**config.mk**
```make
export PLATFORM = sky130hd
export DESIGN_NAME = queue_end_green_time_calc
export DESIGN_NICKNAME = d
export VERILOG_FILES = /design/src/hw/rtl/qegt_pkg.sv /design/src/hw/rtl/queue_end_green_time_calc.sv /design/src/hw/rtl/qegt_csr.sv /design/src/hw/rtl/qegt_track.sv /design/src/hw/rtl/qegt_green.sv
export SDC_FILE = /design/constraint.sdc
export NUM_CORES = 2
export LEC_CHECK = 0
export BUFFER_PORTS_ARGS = -buffer_cell sky130_fd_sc_hd__clkbuf_2
export CAP_MARGIN = 25
export CORE_MARGIN = 3
export CORE_UTILIZATION = 60
export DETAILED_ROUTE_END_ITERATION = 8
export GPL_TIMING_DRIVEN = 0
export PLACE_DENSITY = 0.8
export SLEW_MARGIN = 30
export SYNTH_ARGS = -nofsm -noshare
export SYNTH_HDL_FRONTEND = slang
export SYNTH_SLANG_ARGS = --single-unit
```
**constraint.sdc**
```tcl
create_clock -name clock -period 15.7 [get_ports clock]
set_clock_uncertainty 0.05 [all_clocks]
set_input_delay 1.57 -clock clock [delete_from_list [all_inputs] [get_ports clock]]
set_output_delay 1.57 -clock clock [all_outputs]
set_load 0.05 [all_outputs]
```
**src/hw/rtl/qegt_pkg.sv**
```systemverilog
// Shared types, register codes and constants for the queue-end green time block.
// No dependencies; imported by every module of the block.
package qegt_pkg;

   localparam int TIME_W    = 48;
   localparam int CFG_W     = 20;
   localparam int CSR_IDX_W = 3;
   localparam int REQ_W     = 2 * TIME_W;
   localparam int RSP_W     = 2 * TIME_W;

   // register indexes of the configuration port
   localparam logic [CSR_IDX_W-1:0] CSR_HEADWAY     = 3'd0;
   localparam logic [CSR_IDX_W-1:0] CSR_ARRIVAL     = 3'd1;
   localparam logic [CSR_IDX_W-1:0] CSR_TRAILING    = 3'd2;
   localparam logic [CSR_IDX_W-1:0] CSR_MIN_GREEN   = 3'd3;
   localparam logic [CSR_IDX_W-1:0] CSR_MAX_GREEN   = 3'd4;
   localparam logic [CSR_IDX_W-1:0] CSR_GREEN_START = 3'd5;

   // reset values
   localparam logic [CFG_W-1:0]  RST_HEADWAY     = 20'd3000;
   localparam logic [CFG_W-1:0]  RST_ARRIVAL     = 20'd2000;
   localparam logic [CFG_W-1:0]  RST_TRAILING    = 20'd2000;
   localparam logic [CFG_W-1:0]  RST_MIN_GREEN   = 20'd50000;
   localparam logic [CFG_W-1:0]  RST_MAX_GREEN   = 20'd120000;
   localparam logic [TIME_W-1:0] RST_GREEN_START = 48'd0;

   localparam logic [TIME_W-1:0] TIME_MAX = 48'hFFFF_FFFF_FFFF;
   localparam logic [9:0]        MS_PER_S = 10'd1000;

   // 2^(12*i) mod 1000, used to fold a 48-bit time into its remainder
   localparam logic [6:0] W_12 = 7'd96;
   localparam logic [7:0] W_24 = 8'd216;
   localparam logic [9:0] W_36 = 10'd736;
   // 2^10 mod 1000
   localparam logic [4:0] W_10 = 5'd24;

   typedef struct packed {
      logic [CFG_W-1:0]  headway_limit;
      logic [CFG_W:0]    margin_sum;    // arrival + trailing margin
      logic [TIME_W-1:0] green_lo;      // green start + minimum, saturated
      logic [TIME_W-1:0] green_hi;      // green start + maximum, saturated
   } cfg_type;

   function automatic logic [TIME_W-1:0] sat_add48(input logic [TIME_W-1:0] a,
                                                    input logic [TIME_W-1:0] b);
      logic [TIME_W:0] s;
      s = {1'b0, a} + {1'b0, b};
      return s[TIME_W] ? TIME_MAX : s[TIME_W-1:0];
   endfunction

endpackage

```
**src/hw/rtl/queue_end_green_time_calc.sv**
```systemverilog
// Queue-end green time calculator, top level. rsp_tvalid rises once a run's last vehicle
// has passed the input register, the queue tracking register and six green-end stages.
// Throughput: one vehicle per cycle unless rsp_tready stalls; every stage is a registered
// slot with its own valid. Reset (synchronous, active high) empties the pipeline, restores
// defaults and starts a new run. Depends on qegt_pkg, qegt_csr, qegt_track and qegt_green.
module queue_end_green_time_calc (
   input  logic                            clock,
   input  logic                            reset,
   // tdata: entry_time [47:0], earliest_entry_time [95:48]
   input  logic                            req_tvalid,
   output logic                            req_tready,
   input  logic [qegt_pkg::REQ_W-1:0]      req_tdata,
   input  logic                            req_tlast,    // last_in_lane
   // tdata: green_end_time [47:0], queue_end_entry_time [95:48]
   output logic                            rsp_tvalid,
   input  logic                            rsp_tready,
   output logic [qegt_pkg::RSP_W-1:0]      rsp_tdata,
   input  logic                            csr_valid,
   output logic                            csr_ready,
   input  logic [qegt_pkg::CSR_IDX_W-1:0]  csr_index,
   input  logic [qegt_pkg::TIME_W-1:0]     csr_data
);
   import qegt_pkg::*;

   cfg_type           cfg;
   logic              qend_valid;
   logic              qend_ready;
   logic [TIME_W-1:0] qend_time;

   qegt_csr u_csr (
      .clock     (clock),
      .reset     (reset),
      .csr_valid (csr_valid),
      .csr_ready (csr_ready),
      .csr_index (csr_index),
      .csr_data  (csr_data),
      .cfg       (cfg)
   );

   qegt_track u_track (
      .clock      (clock),
      .reset      (reset),
      .cfg        (cfg),
      .req_tvalid (req_tvalid),
      .req_tready (req_tready),
      .req_tdata  (req_tdata),
      .req_tlast  (req_tlast),
      .qend_valid (qend_valid),
      .qend_ready (qend_ready),
      .qend_time  (qend_time)
   );

   qegt_green u_green (
      .clock      (clock),
      .reset      (reset),
      .cfg        (cfg),
      .qend_valid (qend_valid),
      .qend_ready (qend_ready),
      .qend_time  (qend_time),
      .rsp_tvalid (rsp_tvalid),
      .rsp_tready (rsp_tready),
      .rsp_tdata  (rsp_tdata)
   );

endmodule

```
**src/hw/rtl/qegt_csr.sv**
```systemverilog
// Configuration registers and the derived clamp bounds and margin sum.
// Depends on qegt_pkg.
module qegt_csr (
   input  logic                            clock,
   input  logic                            reset,
   input  logic                            csr_valid,
   output logic                            csr_ready,
   input  logic [qegt_pkg::CSR_IDX_W-1:0]  csr_index,
   input  logic [qegt_pkg::TIME_W-1:0]     csr_data,
   output qegt_pkg::cfg_type               cfg
);
   import qegt_pkg::*;

   logic [CFG_W-1:0]  headway_ff;
   logic [CFG_W-1:0]  arrival_ff;
   logic [CFG_W-1:0]  trailing_ff;
   logic [CFG_W-1:0]  min_green_ff;
   logic [CFG_W-1:0]  max_green_ff;
   logic [TIME_W-1:0] green_start_ff;
   cfg_type           cfg_ff;
   cfg_type           cfg_in;

   assign csr_ready = 1'b1;

   always_ff @(posedge clock) begin
      if (reset) begin
         headway_ff     <= RST_HEADWAY;
         arrival_ff     <= RST_ARRIVAL;
         trailing_ff    <= RST_TRAILING;
         min_green_ff   <= RST_MIN_GREEN;
         max_green_ff   <= RST_MAX_GREEN;
         green_start_ff <= RST_GREEN_START;
      end else if (csr_valid) begin
         case (csr_index)
            CSR_HEADWAY:     headway_ff     <= csr_data[CFG_W-1:0];
            CSR_ARRIVAL:     arrival_ff     <= csr_data[CFG_W-1:0];
            CSR_TRAILING:    trailing_ff    <= csr_data[CFG_W-1:0];
            CSR_MIN_GREEN:   min_green_ff   <= csr_data[CFG_W-1:0];
            CSR_MAX_GREEN:   max_green_ff   <= csr_data[CFG_W-1:0];
            CSR_GREEN_START: green_start_ff <= csr_data;
            default: ;
         endcase
      end
   end

   always_comb begin
      cfg_in.headway_limit = headway_ff;
      cfg_in.margin_sum    = {1'b0, arrival_ff} + {1'b0, trailing_ff};
      cfg_in.green_lo      = sat_add48(green_start_ff, {{(TIME_W-CFG_W){1'b0}}, min_green_ff});
      cfg_in.green_hi      = sat_add48(green_start_ff, {{(TIME_W-CFG_W){1'b0}}, max_green_ff});
   end

   // derived values registered; user must write only while idle, not enforced
   always_ff @(posedge clock) begin
      if (reset) begin
         cfg_ff.headway_limit <= RST_HEADWAY;
         cfg_ff.margin_sum    <= {1'b0, RST_ARRIVAL} + {1'b0, RST_TRAILING};
         cfg_ff.green_lo      <= {{(TIME_W-CFG_W){1'b0}}, RST_MIN_GREEN};
         cfg_ff.green_hi      <= {{(TIME_W-CFG_W){1'b0}}, RST_MAX_GREEN};
      end else begin
         cfg_ff <= cfg_in;
      end
   end

   assign cfg = cfg_ff;

endmodule

```
**src/hw/rtl/qegt_track.sv**
```systemverilog
// Input register and queue-end tracking over one lane's run of vehicles.
// Depends on qegt_pkg; passes the queue-end entry time of each run downstream.
module qegt_track (
   input  logic                         clock,
   input  logic                         reset,
   input  qegt_pkg::cfg_type            cfg,
   input  logic                         req_tvalid,
   output logic                         req_tready,
   input  logic [qegt_pkg::REQ_W-1:0]   req_tdata,
   input  logic                         req_tlast,
   output logic                         qend_valid,
   input  logic                         qend_ready,
   output logic [qegt_pkg::TIME_W-1:0]  qend_time
);
   import qegt_pkg::*;

   logic              s1_valid_ff;
   logic [TIME_W-1:0] s1_et_ff;
   logic [TIME_W-1:0] s1_eet_ff;
   logic              s1_last_ff;

   logic [TIME_W-1:0] prev_ff;
   logic              awaiting_ff;
   logic              marked_ff;
   logic [TIME_W-1:0] mark_time_ff;

   logic              out_valid_ff;
   logic [TIME_W-1:0] qend_ff;

   logic              s2_rdy;
   logic              s1_rdy;
   logic              s1_move;
   logic [TIME_W:0]   diff;
   logic              gap_ok;
   logic              mark_hit;
   logic              marked_in;
   logic [TIME_W-1:0] mark_time_in;
   logic [TIME_W-1:0] qend_in;

   assign s2_rdy     = !out_valid_ff || qend_ready;
   assign s1_rdy     = !s1_valid_ff || s2_rdy;
   assign s1_move    = s1_valid_ff && s2_rdy;
   assign req_tready = s1_rdy;

   always_ff @(posedge clock) begin
      if (reset) begin
         s1_valid_ff <= 1'b0;
      end else if (s1_rdy) begin
         s1_valid_ff <= req_tvalid;
      end
   end

   always_ff @(posedge clock) begin
      if (s1_rdy && req_tvalid) begin
         s1_et_ff   <= req_tdata[TIME_W-1:0];
         s1_eet_ff  <= req_tdata[REQ_W-1:TIME_W];
         s1_last_ff <= req_tlast;
      end
   end

   // a gap that goes negative counts as zero
   always_comb begin
      diff         = {1'b0, s1_et_ff} - {1'b0, prev_ff};
      gap_ok       = diff[TIME_W] ? (cfg.headway_limit == '0)
                                  : (diff[TIME_W-1:0] >= {{(TIME_W-CFG_W){1'b0}},
                                                          cfg.headway_limit});
      mark_hit     = !awaiting_ff && (s1_et_ff == s1_eet_ff) && gap_ok;
      marked_in    = mark_hit || marked_ff;
      mark_time_in = mark_hit ? prev_ff : mark_time_ff;
      qend_in      = marked_in ? mark_time_in : s1_et_ff;
   end

   always_ff @(posedge clock) begin
      if (reset) begin
         prev_ff     <= '0;
         awaiting_ff <= 1'b1;
         marked_ff   <= 1'b0;
      end else if (s1_move) begin
         prev_ff <= s1_et_ff;
         if (s1_last_ff) begin
            awaiting_ff <= 1'b1;
            marked_ff   <= 1'b0;
         end else begin
            awaiting_ff <= 1'b0;
            marked_ff   <= marked_in;
         end
      end
   end

   always_ff @(posedge clock) begin
      if (s1_move) begin
         mark_time_ff <= mark_time_in;
      end
   end

   // only the last vehicle of a run moves on
   always_ff @(posedge clock) begin
      if (reset) begin
         out_valid_ff <= 1'b0;
      end else if (s2_rdy) begin
         out_valid_ff <= s1_valid_ff && s1_last_ff;
      end
   end

   always_ff @(posedge clock) begin
      if (s1_move && s1_last_ff) begin
         qend_ff <= qend_in;
      end
   end

   assign qend_valid = out_valid_ff;
   assign qend_time  = qend_ff;

endmodule

```
**src/hw/rtl/qegt_green.sv**
```systemverilog
// Green end pipeline: round the queue end up to a whole second, add margins, clamp.
// Depends on qegt_pkg; the remainder mod 1000 is found by folding 12-bit and 10-bit chunks.
module qegt_green (
   input  logic                         clock,
   input  logic                         reset,
   input  qegt_pkg::cfg_type            cfg,
   input  logic                         qend_valid,
   output logic                         qend_ready,
   input  logic [qegt_pkg::TIME_W-1:0]  qend_time,
   output logic                         rsp_tvalid,
   input  logic                         rsp_tready,
   output logic [qegt_pkg::RSP_W-1:0]   rsp_tdata
);
   import qegt_pkg::*;

   // partial products stage
   logic              p_valid_ff;
   logic [TIME_W-1:0] p_t_ff;
   logic [11:0]       p0_ff;
   logic [18:0]       p1_ff;
   logic [19:0]       p2_ff;
   logic [21:0]       p3_ff;
   logic [18:0]       p1_in;
   logic [19:0]       p2_in;
   logic [21:0]       p3_in;

   // first fold stage
   logic              f_valid_ff;
   logic [TIME_W-1:0] f_t_ff;
   logic [16:0]       f_res_ff;
   logic [22:0]       f_sum;
   logic [16:0]       f_res_in;

   // remainder stage
   logic              r_valid_ff;
   logic [TIME_W-1:0] r_t_ff;
   logic [9:0]        r_rem_ff;
   logic [11:0]       r_v2;
   logic [10:0]       r_v3;
   logic [9:0]        r_rem_in;

   // rounded stage
   logic              u_valid_ff;
   logic [TIME_W-1:0] u_t_ff;
   logic [TIME_W-1:0] u_round_ff;
   logic [9:0]        u_up;
   logic [TIME_W-1:0] u_round_in;

   // margin stage
   logic              m_valid_ff;
   logic [TIME_W-1:0] m_t_ff;
   logic [TIME_W-1:0] m_g_ff;

   // output register
   logic              o_valid_ff;
   logic [TIME_W-1:0] o_t_ff;
   logic [TIME_W-1:0] o_g_ff;
   logic [TIME_W-1:0] o_lo;
   logic [TIME_W-1:0] o_g_in;

   logic rdy_o, rdy_m, rdy_u, rdy_r, rdy_f, rdy_p;

   assign rdy_o      = !o_valid_ff || rsp_tready;
   assign rdy_m      = !m_valid_ff || rdy_o;
   assign rdy_u      = !u_valid_ff || rdy_m;
   assign rdy_r      = !r_valid_ff || rdy_u;
   assign rdy_f      = !f_valid_ff || rdy_r;
   assign rdy_p      = !p_valid_ff || rdy_f;
   assign qend_ready = rdy_p;

   always_ff @(posedge clock) begin
      if (reset) begin
         p_valid_ff <= 1'b0;
         f_valid_ff <= 1'b0;
         r_valid_ff <= 1'b0;
         u_valid_ff <= 1'b0;
         m_valid_ff <= 1'b0;
         o_valid_ff <= 1'b0;
      end else begin
         if (rdy_p) p_valid_ff <= qend_valid;
         if (rdy_f) f_valid_ff <= p_valid_ff;
         if (rdy_r) r_valid_ff <= f_valid_ff;
         if (rdy_u) u_valid_ff <= r_valid_ff;
         if (rdy_m) m_valid_ff <= u_valid_ff;
         if (rdy_o) o_valid_ff <= m_valid_ff;
      end
   end

   // chunk times weight, weight = 2^(12i) mod 1000
   always_comb begin
      p1_in = {7'd0, qend_time[23:12]} * {12'd0, W_12};
      p2_in = {8'd0, qend_time[35:24]} * {12'd0, W_24};
      p3_in = {10'd0, qend_time[47:36]} * {12'd0, W_36};
   end

   always_ff @(posedge clock) begin
      if (rdy_p && qend_valid) begin
         p_t_ff <= qend_time;
         p0_ff  <= qend_time[11:0];
         p1_ff  <= p1_in;
         p2_ff  <= p2_in;
         p3_ff  <= p3_in;
      end
   end

   // sum < 2^23; fold bits above 12 with 4096 mod 1000 = 96
   always_comb begin
      f_sum    = {11'd0, p0_ff} + {4'd0, p1_ff} + {3'd0, p2_ff} + {1'b0, p3_ff};
      f_res_in = {5'd0, f_sum[11:0]} + ({6'd0, f_sum[22:12]} * {10'd0, W_12});
   end

   always_ff @(posedge clock) begin
      if (rdy_f && p_valid_ff) begin
         f_t_ff   <= p_t_ff;
         f_res_ff <= f_res_in;
      end
   end

   // two more folds by 1024 mod 1000 = 24 leave a value below 2000
   always_comb begin
      r_v2 = {2'd0, f_res_ff[9:0]} + ({5'd0, f_res_ff[16:10]} * {7'd0, W_10});
      r_v3 = {1'b0, r_v2[9:0]} + ({9'd0, r_v2[11:10]} * {6'd0, W_10});
      if (r_v3 >= {1'b0, MS_PER_S}) begin
         r_rem_in = 10'(r_v3 - {1'b0, MS_PER_S});
      end else begin
         r_rem_in = r_v3[9:0];
      end
   end

   always_ff @(posedge clock) begin
      if (rdy_r && f_valid_ff) begin
         r_t_ff   <= f_t_ff;
         r_rem_ff <= r_rem_in;
      end
   end

   always_comb begin
      u_up       = (r_rem_ff == 10'd0) ? 10'd0 : MS_PER_S - r_rem_ff;
      u_round_in = sat_add48(r_t_ff, {{(TIME_W-10){1'b0}}, u_up});
   end

   always_ff @(posedge clock) begin
      if (rdy_u && r_valid_ff) begin
         u_t_ff     <= r_t_ff;
         u_round_ff <= u_round_in;
      end
   end

   // one saturating add of both margins equals two saturating adds in turn
   always_ff @(posedge clock) begin
      if (rdy_m && u_valid_ff) begin
         m_t_ff <= u_t_ff;
         m_g_ff <= sat_add48(u_round_ff, {{(TIME_W-CFG_W-1){1'b0}}, cfg.margin_sum});
      end
   end

   // lower clamp first, upper clamp wins
   always_comb begin
      o_lo   = (m_g_ff < cfg.green_lo) ? cfg.green_lo : m_g_ff;
      o_g_in = (o_lo > cfg.green_hi) ? cfg.green_hi : o_lo;
   end

   always_ff @(posedge clock) begin
      if (rdy_o && m_valid_ff) begin
         o_t_ff <= m_t_ff;
         o_g_ff <= o_g_in;
      end
   end

   assign rsp_tvalid = o_valid_ff;
   assign rsp_tdata  = {o_t_ff, o_g_ff};

endmodule

```
==> impl_metrics.ini <==
[run_status]
status = finished clean

[sta]
hold_violations = 0
max_freq_mhz = 122.1
hold_slack_ns = 0.3484
rsz0062_at_grt = no
fin_setup_tns_ns = 0
min_period_over_period_pct = 52.16
final.setup.worst_slack_ns = 7.511
finalSetupViolCount = 0
slew_viol_final = 0
relSlewSlack_pct = 19.89
post-route-min-period_ns = 8.189
tightest_slew_ns = 1.191

[logic_synthesis]
ys_types = 83
synth_edf_count = 691
syn_inst = 4994
synth_top_area_share_pct = 38.55
async_flop_share_pct = 0
avgSynthCellArea_um2 = 10.78
syn_area_um2 = 53830
ys_seq_elements = 1034
synth_area_leaders = edfxtp_1 (39%), dfxtp_1 (13%), ha_1 (9.2%)
ys.flop_type = edfxtp_1
synth_top_cell_by_area = edfxtp_1
ys_warn_count = 0
syn_nets = 5607
synth_seq_area_share_pct = 51.31

[worst_setup_path]
r2r_slack_ns = 7.51
worstSetupPathType = reg -> reg
arrival_ns = 8.60
reg2reg_depth = 25
critical_path.max_stage_delay_ns = 0.65
rr_endpoint = u_green.o_g_ff[46]
path_max_fanout = 10
cp_slowest_cell = buf_1
r2r_start = u_green.m_g_ff[9]
path_common_cell = a21oi_1
start_kind = register
critPathCaptureType = register
crit_required_ns = 16.11

[worst_hold_path]
hold_depth = 0
min_from = u_green.p0_ff[1]
hp-class = reg -> reg
hold_path_end = u_green.f_res_ff[1]

[cts]
clkLatencyLatePin_ns = 0.71
cts_tree = done
cts_sinks = 1034
cts_buffer_depth = 3
post-cts-setup-buffer-count = 0
cts-root-buf = clkbuf_16
clkTransAtPathRegs_ns = 0.07
cts-resized-gates = 0
postCtsHoldBufs = 0
cts-htree-levels = 3
cts_buffers = 104

[placement]
dp_slack_ns = 7.717
dp.final_hpwl_um = 106600
finalWeightedCongestion = 0.9721
place.port_buffers = 250

[pwr]
swShare_pct = 26.11
power_density_nw_per_um2 = 107.3
p_int_mw = 4.824
p_seq_share_pct = 46.4
peakVddDrop_uv = 105.7
pwr-share-clk_pct = 39.2
leakagePower_nw = 23.63
p_comb_share_pct = 14.4
switchingPower_mw = 1.705

[global_route]
grt_pass1_wl_um = 213600
grt_max_degree = 50
grt_antenna_before_repair = 4
overflow = 0
grt_pass1_vias = 38260
grt_use_total_pct = 29.58

[floorplan]
io_pins = 252
start_util_pct = 60.72
std_cell_rows = 109
die-area_um2 = 93340
chipHeight_um = 305.5
die_x_um = 305.5
core-area_um2 = 88650

[detailed_routing]
dr.pass1.iters = 6
num_vias = 38720
wl_um = 138900
drcViolationCount = 0
ant_nets = 0
wl_per_cell_um = 20.92
drt-vias-per-instance = 5.834
first_iter_violations = 3454

[finish]
layout.core_utilization_pct = 68.65
area_delta_synth_final_pct = 13.05
nNetsFinal = 5992
drive_above_1_share_pct = 11.19

[flow_run]
cap_violations = 0
[cells in the final DEF, fill, tap and decap left out, drive strengths merged, types with 12 or more instances in the layout]
cell type and count:
clkinv 47, xnor2 143, or4 12, o21a 43, nor2 171, ha 397, nor2b 61, nor4 30
o21ai 140, a31oi 26, a311oi 20, nand2 628, a21oi 441, xor2 134, fa 63, nor3 79
o211ai 16, a21o 107, mux2i 104, and3 56, and2 35, nand2b 34, inv 464, clkbuf 523
o21bai 39, o31ai 17, nand4 53, mux2 151, edfxtp 691, nand3 117, bufinv 12, a211oi 38
buf 58, dfxtp 343, or2 21
[stage by stage]
stage          total power, mW  std cells  area, um2
4_1_cts                  6.550       6634      60840
3_3_place_gp             3.972       6409      56540
6_report                 6.529       6637      60850
3_5_place_dp             4.008       6438      57260
2_1_floorplan            3.758       4994      53830
5_1_grt                  6.783       6634      60840
[power groups by stage]
stage / clock network, mW / logic, mW / registers, mW
after detailed placement: 0 / 0.920 / 3.09
after CTS: 2.59 / 0.929 / 3.03
after global placement: 0 / 0.880 / 3.09
after global routing: 2.70 / 1.04 / 3.03
final: 2.56 / 0.938 / 3.03
after floorplan: 0 / 0.688 / 3.07
[registers in the layout, indices dropped and copies added, names as in the netlist, 48 cells and up]
name / flops
u_green.m_t_ff: 48
u_track.mark_time_ff: 48
u_track.prev_ff: 48
u_green.o_g_ff: 48
u_track.s1_eet_ff: 48
u_green.m_g_ff: 48
u_green.o_t_ff: 48
u_green.u_round_ff: 48
u_green.u_t_ff: 48
u_csr.cfg: 137
u_track.qend_time: 48
u_csr.green_start_ff: 48
u_track.s1_et_ff: 48
[synthesized netlist by cell type, drive strengths merged, types with 26 or more instances]
cell type	number
edfxtp	691
nand2	628
inv	459
a21oi	441
ha	397
dfxtp	343
nor2	171
mux2	151
clkbuf	149
xnor2	143
o21ai	140
xor2	134
nand3	117
a21o	107
mux2i	104
nor3	79
fa	63
nor2b	61
and3	56
nand4	53
o21a	43
o21bai	39
a211oi	38
and2	35
nand2b	34
nor4	30
buf	29
a31oi	26
[logic make-up (layout without fill, tap and decap cells)]
family                   count (synthesis)  in the layout  synth area share [%]
flip-flops                            1034           1034                 51.31
multiplexers                           255            255                 5.093
AND/OR/NAND/NOR                       1338           1338                 11.55
XOR/XNOR                               277            277                 4.507
buffers and inverters                  637           1112                 4.530
other                                    1              4              0.006967
adder cells (fa/ha/maj)                460            460                 11.57
AO/OA/AOI/OAI                          992            992                 11.44
[routing by layer]
layer	track usage (%)	share of wire, %
met5	0	0.0094
met4	14.56	5.7
met2	51.41	49
met3	4.212	6.0
met1	36.32	39
[layout make-up]
class                   count  area [um2]
fillers                  6469       27800
inverters                 459        1723
multi-input cells        3323       23860
repair buffers            279        1892
flip-flops and latches   1034       27620
diodes                      3       7.507
clock inverters            72       828.3
clock buffers             124        2750
plain buffers             178       719.4
well taps                1165        1458
[worst max-delay path by stage]
stage	startpoint	to	slack, ns	depth (start not counted)
after CTS	u_green.m_g_ff[17]	u_green.o_g_ff[33]	7.68	25
after detailed placement	u_green.m_g_ff[1]	u_green.o_g_ff[33]	7.72	24
after floorplan	rsp_tready	u_green.u_round_ff[0]	6.18	3
final	u_green.m_g_ff[9]	u_green.o_g_ff[46]	7.51	25
after global placement	rsp_tready	u_green.u_t_ff[40]	3.07	4
after global routing	u_green.m_g_ff[17]	u_green.o_g_ff[46]	7.16	25
[critical path: cells and delay by family, from the launching register on]
family,cells,cell delay [ns]
AND/OR/NAND/NOR,5,1.31
flip-flops,1,0.40
AO/OA/AOI/OAI,12,2.33
adder cells (fa/ha/maj),2,0.62
buffers and inverters,4,2.33
multiplexers,2,0.89
No activity file was read; power rests on OpenSTA's default activity.
